File: config.mk
export PLATFORM = sky130hd
export DESIGN_NAME = ultrasonic_ping_echo_ranger_flat
export DESIGN_NICKNAME = d
export VERILOG_FILES = /design/src/rtl/uper_pkg.sv /design/src/rtl/uper_echo_if.sv /design/src/rtl/uper_result_if.sv /design/src/rtl/ultrasonic_ping_echo_ranger.sv /design/src/rtl/uper_ctrl.sv /design/src/rtl/uper_scale.sv /design/src/flat_wrapper.sv
export VERILOG_INCLUDE_DIRS = /design/src /design/src/rtl
export SDC_FILE = /design/constraint.sdc
export NUM_CORES = 1
export LEC_CHECK = 0
export BUFFER_PORTS_ARGS = -buffer_cell sky130_fd_sc_hd__buf_4
export CORE_MARGIN = 5
export CORE_UTILIZATION = 25
export CTS_CLUSTER_SIZE = 25
export DETAILED_ROUTE_END_ITERATION = 12
export PLACE_DENSITY = 0.48
export SLEW_MARGIN = 20
export SYNTH_ARGS = -nofsm -noshare
export SYNTH_HDL_FRONTEND = slang
export SYNTH_SLANG_ARGS = --single-unit
File: constraint.sdc
create_clock -name clk -period 7.27 [get_ports clk]
set_input_delay 0.727 -clock clk [delete_from_list [all_inputs] [get_ports clk]]
set_output_delay 0.727 -clock clk [all_outputs]
set_load 0.005 [all_outputs]
File: src/rtl/ultrasonic_ping_echo_ranger_macros.svh
// Assertion macros for the ultrasonic ping and echo ranger.
// Included by the top level; the including scope provides clk and rst_n.
`ifndef ULTRASONIC_PING_ECHO_RANGER_MACROS_SVH
`define ULTRASONIC_PING_ECHO_RANGER_MACROS_SVH

// Consequent checked in the same cycle as the antecedent.
`define UPR_ASSERT_IMP(label, ante, cons) \
    label: assert property (@(posedge clk) disable iff (!rst_n) (ante) |-> (cons)) \
        else $error("ranger check failed in the same cycle");

// Consequent checked in the cycle after the antecedent.
`define UPR_ASSERT_NXT(label, ante, cons) \
    label: assert property (@(posedge clk) disable iff (!rst_n) (ante) |=> (cons)) \
        else $error("ranger check failed in the next cycle");

`endif

File: src/rtl/uper_pkg.sv
// Shared types and constants of the ultrasonic ping and echo ranger.
// No dependencies; used by every other file of the block but uper_echo_if and the macros.
package uper_pkg;

    localparam int TIME_W      = 16;
    localparam int PRESCALE_W  = 10;
    localparam int TRIG_W      = 6;
    localparam int FRAC_W      = 4;
    localparam int DIVIDEND_W  = TIME_W + FRAC_W;
    localparam int DIST_W      = 15;
    localparam int CFG_INDEX_W = 2;
    localparam int CFG_DATA_W  = 16;

    localparam logic [CFG_INDEX_W-1:0] CFG_PING_INTERVAL = 2'd0;
    localparam logic [CFG_INDEX_W-1:0] CFG_TRIGGER_WIDTH = 2'd1;

    localparam logic [TIME_W-1:0] PING_INTERVAL_RESET = 16'd60;
    localparam logic [TRIG_W-1:0] TRIGGER_WIDTH_RESET = 6'd30;
    localparam logic [TIME_W-1:0] MS_SATURATE         = 16'hFFFF;

    typedef struct packed {
        logic              trigger;
        logic              fresh;
        logic [TIME_W-1:0] width;
    } meas_t;

endpackage

File: src/rtl/uper_echo_if.sv
// Input channel of the ranger: one sampled echo level per item.
// Depends on nothing.
interface uper_echo_if;
    logic valid;
    logic ready;
    logic echo_level;

    modport source (output valid, output echo_level, input ready);
    modport sink (input valid, input echo_level, output ready);
endinterface

File: src/rtl/uper_result_if.sv
// Result channel of the ranger: trigger level, reading flag and distance.
// Depends on uper_pkg for the distance width.
interface uper_result_if;
    logic                        valid;
    logic                        ready;
    logic                        trigger_level;
    logic                        new_reading;
    logic [uper_pkg::DIST_W-1:0] distance_q4;

    modport source (output valid, output trigger_level, output new_reading,
                    output distance_q4, input ready);
    modport sink (input valid, input trigger_level, input new_reading,
                  input distance_q4, output ready);
endinterface

File: src/rtl/ultrasonic_ping_echo_ranger.sv
// Ultrasonic ping and echo ranger: one item per microsecond tick, one result per item.
// From the edge that accepts an item to a valid result, the item passes the input register,
// the counter stage and the result register. Throughput is one item per cycle while result.ready holds.
// Reset clears all counters, the held distance and the item valid flags, and sets the ping
// interval to 60 ms and the trigger width to 30 ticks.
// Depends on uper_pkg, uper_echo_if, uper_result_if, uper_ctrl, uper_scale and the macros.
`include "ultrasonic_ping_echo_ranger_macros.svh"

module ultrasonic_ping_echo_ranger #(
    parameter int TICKS_PER_MS = 1000,
    parameter int CM_DIVISOR   = 58
) (
    input  logic                              clk,
    input  logic                              rst_n,
    uper_echo_if.sink                         echo,
    uper_result_if.source                     result,
    input  logic                              cfg_we,
    input  logic [uper_pkg::CFG_INDEX_W-1:0]  cfg_index,
    input  logic [uper_pkg::CFG_DATA_W-1:0]   cfg_data
);

    logic [uper_pkg::TIME_W-1:0] ping_interval_reg;
    logic [uper_pkg::TRIG_W-1:0] trigger_width_reg;
    uper_pkg::meas_t             mid_item;
    logic                        mid_valid;
    logic                        mid_ready;

    always_ff @(posedge clk or negedge rst_n)
    begin
        if (!rst_n)
        begin
            ping_interval_reg <= uper_pkg::PING_INTERVAL_RESET;
            trigger_width_reg <= uper_pkg::TRIGGER_WIDTH_RESET;
        end
        else if (cfg_we)
        begin
            case (cfg_index)
                uper_pkg::CFG_PING_INTERVAL:
                begin
                    ping_interval_reg <= cfg_data[uper_pkg::TIME_W-1:0];
                end
                uper_pkg::CFG_TRIGGER_WIDTH:
                begin
                    trigger_width_reg <= cfg_data[uper_pkg::TRIG_W-1:0];
                end
                default:
                begin
                end
            endcase
        end
    end

    uper_ctrl #(
        .TICKS_PER_MS (TICKS_PER_MS)
    ) u_ctrl (
        .clk           (clk),
        .rst_n         (rst_n),
        .echo          (echo),
        .ping_interval (ping_interval_reg),
        .trigger_width (trigger_width_reg),
        .mid_item      (mid_item),
        .mid_valid     (mid_valid),
        .mid_ready     (mid_ready)
    );

    uper_scale #(
        .CM_DIVISOR (CM_DIVISOR)
    ) u_scale (
        .clk       (clk),
        .rst_n     (rst_n),
        .mid_item  (mid_item),
        .mid_valid (mid_valid),
        .mid_ready (mid_ready),
        .result    (result)
    );

    `UPR_ASSERT_NXT(a_mid_to_result, mid_valid && mid_ready, result.valid)
    `UPR_ASSERT_NXT(a_mid_holds, mid_valid && !mid_ready, mid_valid && $stable(mid_item))
    `UPR_ASSERT_IMP(a_empty_output_takes, !result.valid, mid_ready)

endmodule

File: src/rtl/uper_ctrl.sv
// Input register, tick counters, edge detection and ping timing of the ranger.
// Depends on uper_pkg and uper_echo_if; feeds uper_scale with one item a cycle while mid_ready is high.
module uper_ctrl #(
    parameter int TICKS_PER_MS = 1000
) (
    input  logic                          clk,
    input  logic                          rst_n,
    uper_echo_if.sink                     echo,
    input  logic [uper_pkg::TIME_W-1:0]   ping_interval,
    input  logic [uper_pkg::TRIG_W-1:0]   trigger_width,
    output uper_pkg::meas_t               mid_item,
    output logic                          mid_valid,
    input  logic                          mid_ready
);

    localparam logic [uper_pkg::PRESCALE_W:0] TICKS = (uper_pkg::PRESCALE_W + 1)'(TICKS_PER_MS);

    logic                            in_valid_reg;
    logic                            in_echo_reg;
    logic                            mid_valid_reg;
    uper_pkg::meas_t                 mid_item_reg;
    uper_pkg::meas_t                 mid_item_next;

    logic [uper_pkg::TIME_W-1:0]     time_reg;
    logic [uper_pkg::PRESCALE_W-1:0] prescale_reg;
    logic [uper_pkg::PRESCALE_W-1:0] prescale_next;
    logic [uper_pkg::TIME_W-1:0]     ms_reg;
    logic [uper_pkg::TIME_W-1:0]     ms_next;
    logic [uper_pkg::TIME_W-1:0]     start_reg;
    logic [uper_pkg::TIME_W-1:0]     start_next;
    logic [uper_pkg::TRIG_W-1:0]     remain_reg;
    logic [uper_pkg::TRIG_W-1:0]     remain_next;
    logic [uper_pkg::TRIG_W-1:0]     remain_loaded;
    logic                            prev_reg;

    logic                            in_take;
    logic                            step;
    logic                            rising;
    logic                            falling;
    logic                            wrap;
    logic                            ping;
    logic [uper_pkg::TIME_W-1:0]     width;
    logic [uper_pkg::TIME_W-1:0]     ms_tick;

    assign step       = in_valid_reg && (!mid_valid_reg || mid_ready);
    assign echo.ready = !in_valid_reg || step;
    assign in_take    = echo.valid && echo.ready;
    assign mid_valid  = mid_valid_reg;
    assign mid_item   = mid_item_reg;

    always_comb
    begin
        rising  = in_echo_reg && !prev_reg;
        falling = !in_echo_reg && prev_reg;
        width   = time_reg - start_reg;

        start_next = rising ? time_reg : start_reg;

        wrap = ({1'b0, prescale_reg} + 1'b1) >= TICKS;
        prescale_next = wrap ? '0 : prescale_reg + 1'b1;

        ms_tick = (wrap && (ms_reg != uper_pkg::MS_SATURATE)) ? ms_reg + 1'b1 : ms_reg;
        if (in_echo_reg)
        begin
            ms_tick = '0;
        end

        ping          = ms_tick >= ping_interval;
        ms_next       = ping ? '0 : ms_tick;
        remain_loaded = ping ? trigger_width : remain_reg;
        if (ping)
        begin
            start_next = '0;
        end

        remain_next = (remain_loaded != '0) ? remain_loaded - 1'b1 : remain_loaded;

        mid_item_next.trigger = remain_loaded != '0;
        mid_item_next.fresh   = falling && (width != '0);
        mid_item_next.width   = width;
    end

    always_ff @(posedge clk or negedge rst_n)
    begin
        if (!rst_n)
        begin
            in_valid_reg  <= 1'b0;
            mid_valid_reg <= 1'b0;
            time_reg      <= '0;
            prescale_reg  <= '0;
            ms_reg        <= '0;
            start_reg     <= '0;
            remain_reg    <= '0;
            prev_reg      <= 1'b0;
        end
        else
        begin
            in_valid_reg  <= in_take || (in_valid_reg && !step);
            mid_valid_reg <= step || (mid_valid_reg && !mid_ready);
            if (step)
            begin
                time_reg     <= time_reg + 1'b1;
                prescale_reg <= prescale_next;
                ms_reg       <= ms_next;
                start_reg    <= start_next;
                remain_reg   <= remain_next;
                prev_reg     <= in_echo_reg;
            end
        end
    end

    always_ff @(posedge clk)
    begin
        if (in_take)
        begin
            in_echo_reg <= echo.echo_level;
        end
        if (step)
        begin
            mid_item_reg <= mid_item_next;
        end
    end

endmodule

File: src/rtl/uper_scale.sv
// Distance conversion and result register of the ranger.
// Depends on uper_pkg and uper_result_if; divides by a reciprocal multiply.
module uper_scale #(
    parameter int CM_DIVISOR = 58
) (
    input  logic            clk,
    input  logic            rst_n,
    input  uper_pkg::meas_t mid_item,
    input  logic            mid_valid,
    output logic            mid_ready,
    uper_result_if.source   result
);

    localparam int DIV_SHIFT = uper_pkg::DIVIDEND_W + $clog2(CM_DIVISOR);
    localparam int RECIP_W   = DIV_SHIFT + 1;
    localparam int PROD_W    = uper_pkg::DIVIDEND_W + RECIP_W;
    localparam logic [RECIP_W-1:0] RECIP =
        RECIP_W'(((64'd1 << DIV_SHIFT) + 64'(CM_DIVISOR) - 64'd1) / 64'(CM_DIVISOR));

    logic                          valid_reg;
    logic                          trigger_reg;
    logic                          fresh_reg;
    logic [uper_pkg::DIST_W-1:0]   dist_reg;
    logic                          load;
    logic [uper_pkg::DIVIDEND_W-1:0] dividend;
    logic [PROD_W-1:0]             product;
    logic [uper_pkg::DIST_W-1:0]   quotient;

    assign mid_ready = !valid_reg || result.ready;
    assign load      = mid_valid && mid_ready;

    assign dividend = {mid_item.width, {uper_pkg::FRAC_W{1'b0}}};
    assign product  = PROD_W'(dividend) * PROD_W'(RECIP);
    assign quotient = product[DIV_SHIFT +: uper_pkg::DIST_W];

    assign result.valid         = valid_reg;
    assign result.trigger_level = trigger_reg;
    assign result.new_reading   = fresh_reg;
    assign result.distance_q4   = dist_reg;

    always_ff @(posedge clk or negedge rst_n)
    begin
        if (!rst_n)
        begin
            valid_reg <= 1'b0;
            dist_reg  <= '0;
        end
        else
        begin
            valid_reg <= load || (valid_reg && !result.ready);
            if (load && mid_item.fresh)
            begin
                dist_reg <= quotient;
            end
        end
    end

    always_ff @(posedge clk)
    begin
        if (load)
        begin
            trigger_reg <= mid_item.trigger;
            fresh_reg   <= mid_item.fresh;
        end
    end

endmodule

File: src/flat_wrapper.sv
// flat-port wrapper written by rule: the top's interface ports become plain ports
module ultrasonic_ping_echo_ranger_flat 
#(
    parameter int TICKS_PER_MS = 1000,
    parameter int CM_DIVISOR   = 58
)
  (clk, rst_n, cfg_we, cfg_index, cfg_data, echo_valid, echo_echo_level, echo_ready, result_valid, result_trigger_level, result_new_reading, result_distance_q4, result_ready);
  uper_echo_if echo_i ();
  uper_result_if result_i ();
  input  logic clk;
  input  logic rst_n;
  input  logic cfg_we;
  input  logic [uper_pkg::CFG_INDEX_W-1:0] cfg_index;
  input  logic [uper_pkg::CFG_DATA_W-1:0] cfg_data;
  input wire logic [$bits(echo_i.valid)-1:0] echo_valid;
  input wire logic [$bits(echo_i.echo_level)-1:0] echo_echo_level;
  output wire logic [$bits(echo_i.ready)-1:0] echo_ready;
  output wire logic [$bits(result_i.valid)-1:0] result_valid;
  output wire logic [$bits(result_i.trigger_level)-1:0] result_trigger_level;
  output wire logic [$bits(result_i.new_reading)-1:0] result_new_reading;
  output wire logic [$bits(result_i.distance_q4)-1:0] result_distance_q4;
  input wire logic [$bits(result_i.ready)-1:0] result_ready;
  assign echo_i.valid = echo_valid;
  assign echo_i.echo_level = echo_echo_level;
  assign echo_ready = echo_i.ready;
  assign result_valid = result_i.valid;
  assign result_trigger_level = result_i.trigger_level;
  assign result_new_reading = result_i.new_reading;
  assign result_distance_q4 = result_i.distance_q4;
  assign result_i.ready = result_ready;
  ultrasonic_ping_echo_ranger #(.TICKS_PER_MS(TICKS_PER_MS), .CM_DIVISOR(CM_DIVISOR)) u_core (.clk(clk), .rst_n(rst_n), .echo(echo_i), .result(result_i), .cfg_we(cfg_we), .cfg_index(cfg_index), .cfg_data(cfg_data));
endmodule
[Word-level counts from Yosys, hierarchy flattened]
Index checks and enable logic that the tools add are counted.
Storage, ports and cells
  bits in registers: 126
  output and inout bits: 19
  input port bits: 24
Cells by class
  reduce and logical (&&, ||, !) cells: 32
  eq/ne operators: 2
  muxes and demuxes: 8
  $mul: 1
  $add $sub $neg: 6
  order comparisons: 2
Operator list (count)
  16-bit 2-to-1 mux: 5
  16-bit by 20-bit multiplier with 36-bit output (second input constant): 1
  16-bit by 1-bit adder with 16-bit output (second input constant): 2
  16-bit >= comparator: 1
  16-bit inequality test (second input constant): 1
  16-bit nonzero test: 1
  16-bit subtractor: 1
  6-bit 2-to-1 mux: 2
  10-bit by 1-bit adder with 11-bit output (second input constant): 1
  11-bit by 10-bit >= comparator with 1-bit output (second input constant): 1
  1-bit logical AND: 11
  10-bit by 1-bit adder with 10-bit output (second input constant): 1
  10-bit 2-to-1 mux: 1
  1-bit logical NOT: 8
  1-bit logical OR: 6
  2-bit AND reduction: 3
  6-bit nonzero test: 1
  6-bit by 1-bit subtractor with 6-bit output (second input constant): 1
  2-bit by 1-bit equality test with 1-bit output (second input constant): 1
  2-bit logical NOT: 1
  2-bit nonzero test: 1

[Depth between registers and ports, before layout]
  depth in word-level cells: 9
  mapped depth: 28
  gate-level depth less buffers: 25

[Modules after synthesis]
A second synthesis with hierarchy kept.
Unflattened totals
  cells, all modules: 1253
  area, all modules: 12396.9 µm²
By module, submodules not included
  uper_scale: times used 1, cells an instance 638, seq. area each 460.4 µm², area an instance 6218.5 µm²
  uper_ctrl: times used 1, cells an instance 568, seq. area each 2247.2 µm², area an instance 5332.6 µm²
  ultrasonic_ping_echo_ranger: times used 1, cells an instance 47, seq. area each 560.5 µm², area an instance 845.8 µm²

[Worst setup path after synthesis]
Ideal clock, no wire load.
  path type: reg2reg
  start: reg u_core.u_ctrl.mid_item_reg, in the netlist u_core.u_ctrl.mid_item[14]
  end: reg u_core.u_scale.dist_reg, in the netlist u_core.u_scale.result.distance_q4[8]
  cell stages (with the launch flop): 18
  library setup time: 0.069 ns
  path slack: 1.445 ns
  data required time: 7.201 ns
  arrival: 5.756 ns
  cell sequence: edfxtp_1 fa_1 inv_1 fa_1 fa_1 fa_1 fa_1 fa_1 inv_1 ha_1 a21oi_1 nand2_1 or3_1 a21oi_1 o21ai_0 a41o_1 a2111oi_0 nand3b_1
Between the ends
  word-level cells in the longest chain between the ends: 1
Ends and longest elaborated chain
  start, declared: line uper_ctrl.sv:21  | uper_pkg::meas_t mid_item_reg;
  start signal, assigned: line uper_ctrl.sv:120  | mid_item_reg <= mid_item_next;
  16-bit by 20-bit multiplier with 36-bit output: line uper_scale.sv:33  | assign product = PROD_W'(dividend) * PROD_W'(RECIP);
  end signal, assigned: line uper_scale.sv:53  | dist_reg <= quotient;
  end, declared: line uper_scale.sv:23  | logic [uper_pkg::DIST_W-1:0] dist_reg;
Every way passes these cells.
A chain may end at the register's enable or synchronous reset.

[Final worst setup path]
Same ends and word-level chain as after synthesis.

==> flow_metrics.tcl <==
set metrics [dict create \
    status "finished, final reports clean" \
    drtIter0Drc 548 \
    vias_per_cell 4.572 \
    finalSetupViolCount 0 \
    cp.depth 18 \
    clockBufferDepth 2 \
    antennaDiodeCount 0 \
    finalMaxSlewViolations 0 \
    path_buf_inv 3 \
    grt_first_pass_wirelength_mm 45.48 \
    postCtsHoldBufs 0 \
    nets 1577 \
    antenna_found_initial 0 \
    min_period_ns 6.201 \
    syn_to_final_growth_pct 13.94 \
    required_ns 7.63 \
    htreeDepth 4 \
    num_rows 80 \
    critPathMaxFanout 8 \
    grt_usage_pct 10.48 \
    drc 0 \
    dp_slack_ns 1.047 \
    hpwl_mm 21.97 \
    grt_pass1_vias 8782 \
    drv_cap 0 \
    start_kind "flop" \
    fmax_ghz 0.1613 \
    initial_core_util_pct 25.32 \
    worstSetupPathType "reg2reg" \
    cts.clk_slew.worst_paths_ns 0.06 \
    place_area_um2 13190 \
    stdcell_area_um2 13770 \
    critPathMaxStageDelay_ns 0.62 \
    crit_top_cell "fa_1" \
    insertion_delay_ns 0.43 \
    post_cts_buffers 0 \
    wl_per_cell_um 14.39 \
    synthCells 1217 \
    root_buffer "clkbuf_16" \
    tritoncts "done" \
    grt_start_max_net_pins 74 \
    die_x_um 229.9 \
    async_flop_share_pct 83.33 \
    maxSlewHeadroom_pct 29.57 \
    die-area_um2 52850 \
    vias 8663 \
    rsz0062_at_grt "false" \
    wl_mm 27.26 \
    fin_setup_tns_ns 0 \
    synth-main-ff-cell "dfrtp_1" \
    ys_types 69 \
    core-area_um2 47750 \
    post-route-period-util_pct 85.30 \
    cp_cell_sequence "fa_1, inv_1, fa_1, fa_1, fa_1, fa_1, fa_1, inv_1, ha_1, a21oi_1, nand2_1, or3_1, a21oi_1, buf_4, o21ai_0, a41o_1, a2111oi_0, nand3b_1" \
    antenna_left 0 \
    netlist_area_um2 12090 \
    portBuffers 42 \
    cp_top_family "adder cells" \
    synth_area_per_cell_um2 9.934 \
    largest_reg_flops 18 \
    io_pins 43 \
    ys_warn_count 0 \
    place_congestion 0.8882 \
    ys_seq_area_share_pct 27.03 \
    drive_above_1_share_pct 8.906 \
    overflow 0 \
    endpoint_kind "flop" \
    drtPass1Iterations 5 \
    cts_made_buffers 17 \
    postCtsResizedCells 0 \
    ff2ff_path_depth 18 \
    hp-class "in2async" \
    ys_ff_latch 126 \
    fin_ws_ns 1.069 \
    cts.sinks 126 \
    arrival_ns 6.56 \
    synth_edf_count 21 \
    slowest_stage "fa_1" \
    skew_ns 0.01023 \
    utilization_pct 28.85 \
    die_h_um 229.9 \
    finalHoldViolations 0 \
    syn-num-nets 1527 \
    tightest_slew_ns 1.056 \
]
[per-stage QoR]
| stage | instances | hold slack (ns) |
|---|---|---|
| final | 1895 | 0.2541 |
| after global routing | 1895 | 0.2774 |
| after CTS | 1895 | 0.2486 |
| after detailed placement | 1863 | 0.4188 |
| after global placement | 1863 | 0.4026 |
| after floorplan | 1217 | 0.4003 |
[layer usage]
layer  wire length, um  up-vias  track usage, %
li1                  -     4249               -
met4               322        0           2.503
met3               740       19           1.653
met1             12920     4265           14.09
met5                 0        -               0
met2             13280      130           17.78
[worst paths after layout]
path	from	to	slack, ns
worst max-delay path	u_core.u_ctrl.mid_item[14]	u_core.u_scale.result.distance_q4[8]	1.07
worst min-delay path	rst_n	u_core.u_ctrl.prescale_reg[3]	0.25
worst max register to register	u_core.u_ctrl.mid_item[14]	u_core.u_scale.result.distance_q4[8]	1.07
worst min register to register	u_core.u_ctrl.mid_item[17]	u_core.u_scale.result.trigger_level	0.42
max in group asynchronous	rst_n	u_core.u_scale.result.distance_q4[12]	5.99
min in group clk	u_core.u_ctrl.mid_item[17]	u_core.u_scale.result.trigger_level	0.42
[cell usage after synthesis (9+ instances only)]
library cell  number  area share, %
fa_1             113             19
a21oi_1           38            1.6
o21a_1             9           0.56
o21ai_0           68            2.8
dfrtp_1           97             20
xor2_1            15            1.1
a21o_1            17            1.1
nand4_1           10           0.52
clkbuf_1          21           0.65
ha_1             173             18
edfxtp_1          21            5.2
xnor2_1           37            2.7
nor2_1            57            1.8
a22o_1            24            1.7
nand2b_1          15           0.78
and3_1            11           0.57
nor3_1            20           0.83
nand2_1           82            2.5
nand3_1           34            1.4
inv_1            205            6.4
[cell usage in the layout, fill, tap and decap left out, types with 9 or more instances in the layout]
cell type and count:
nand2_1 82, inv_1 205, a21o_1 17, nor3_1 20, edfxtp_1 21, a21oi_1 38, fa_1 113, xor2_1 15
a22o_1 24, nand4_1 10, o21ai_0 68, ha_1 173, dfrtp_1 97, and3_1 11, nor2_1 57, o21a_1 9
xnor2_1 37, clkbuf_16 18, buf_4 54, nand3_1 34, nand2b_1 15
[worst register-to-register path: stages (launching register included)]
cell       delay [ns]
edfxtp_1         0.56
fa_1             0.62
inv_1            0.09
fa_1             0.49
fa_1             0.52
fa_1             0.52
fa_1             0.52
fa_1             0.54
inv_1            0.04
ha_1             0.32
a21oi_1          0.17
nand2_1          0.07
or3_1            0.33
a21oi_1          0.15
buf_4            0.18
o21ai_0          0.16
a41o_1           0.31
a2111oi_0        0.39
nand3b_1         0.15
[layout make-up]
| class | instances | area, um^2 |
|---|---|---|
| Fill cell | 5015 | 33970 |
| Multi-Input combinational cell | 861 | 7961 |
| Sequential cell | 126 | 3268 |
| Inverter | 206 | 773.2 |
| Tap cell | 615 | 769.5 |
| Clock buffer | 20 | 478.0 |
| Timing Repair Buffer | 55 | 416.7 |
| Clock inverter | 12 | 107.6 |
[cells by family after synthesis]
family | Yosys count | synth area share [%]
AO/OA/AOI/OAI | 224 | 12.39
XOR/XNOR | 52 | 3.767
adder cells (fa/ha/maj) | 286 | 36.62
buffers and inverters | 230 | 7.152
flip-flops | 126 | 27.03
multiplexers | 12 | 1.066
AND/OR/NAND/NOR | 287 | 11.97
Power is left out: the tool's default activity adds up to more than one toggle a clock period on the data nets, which glitch-free logic cannot reach.
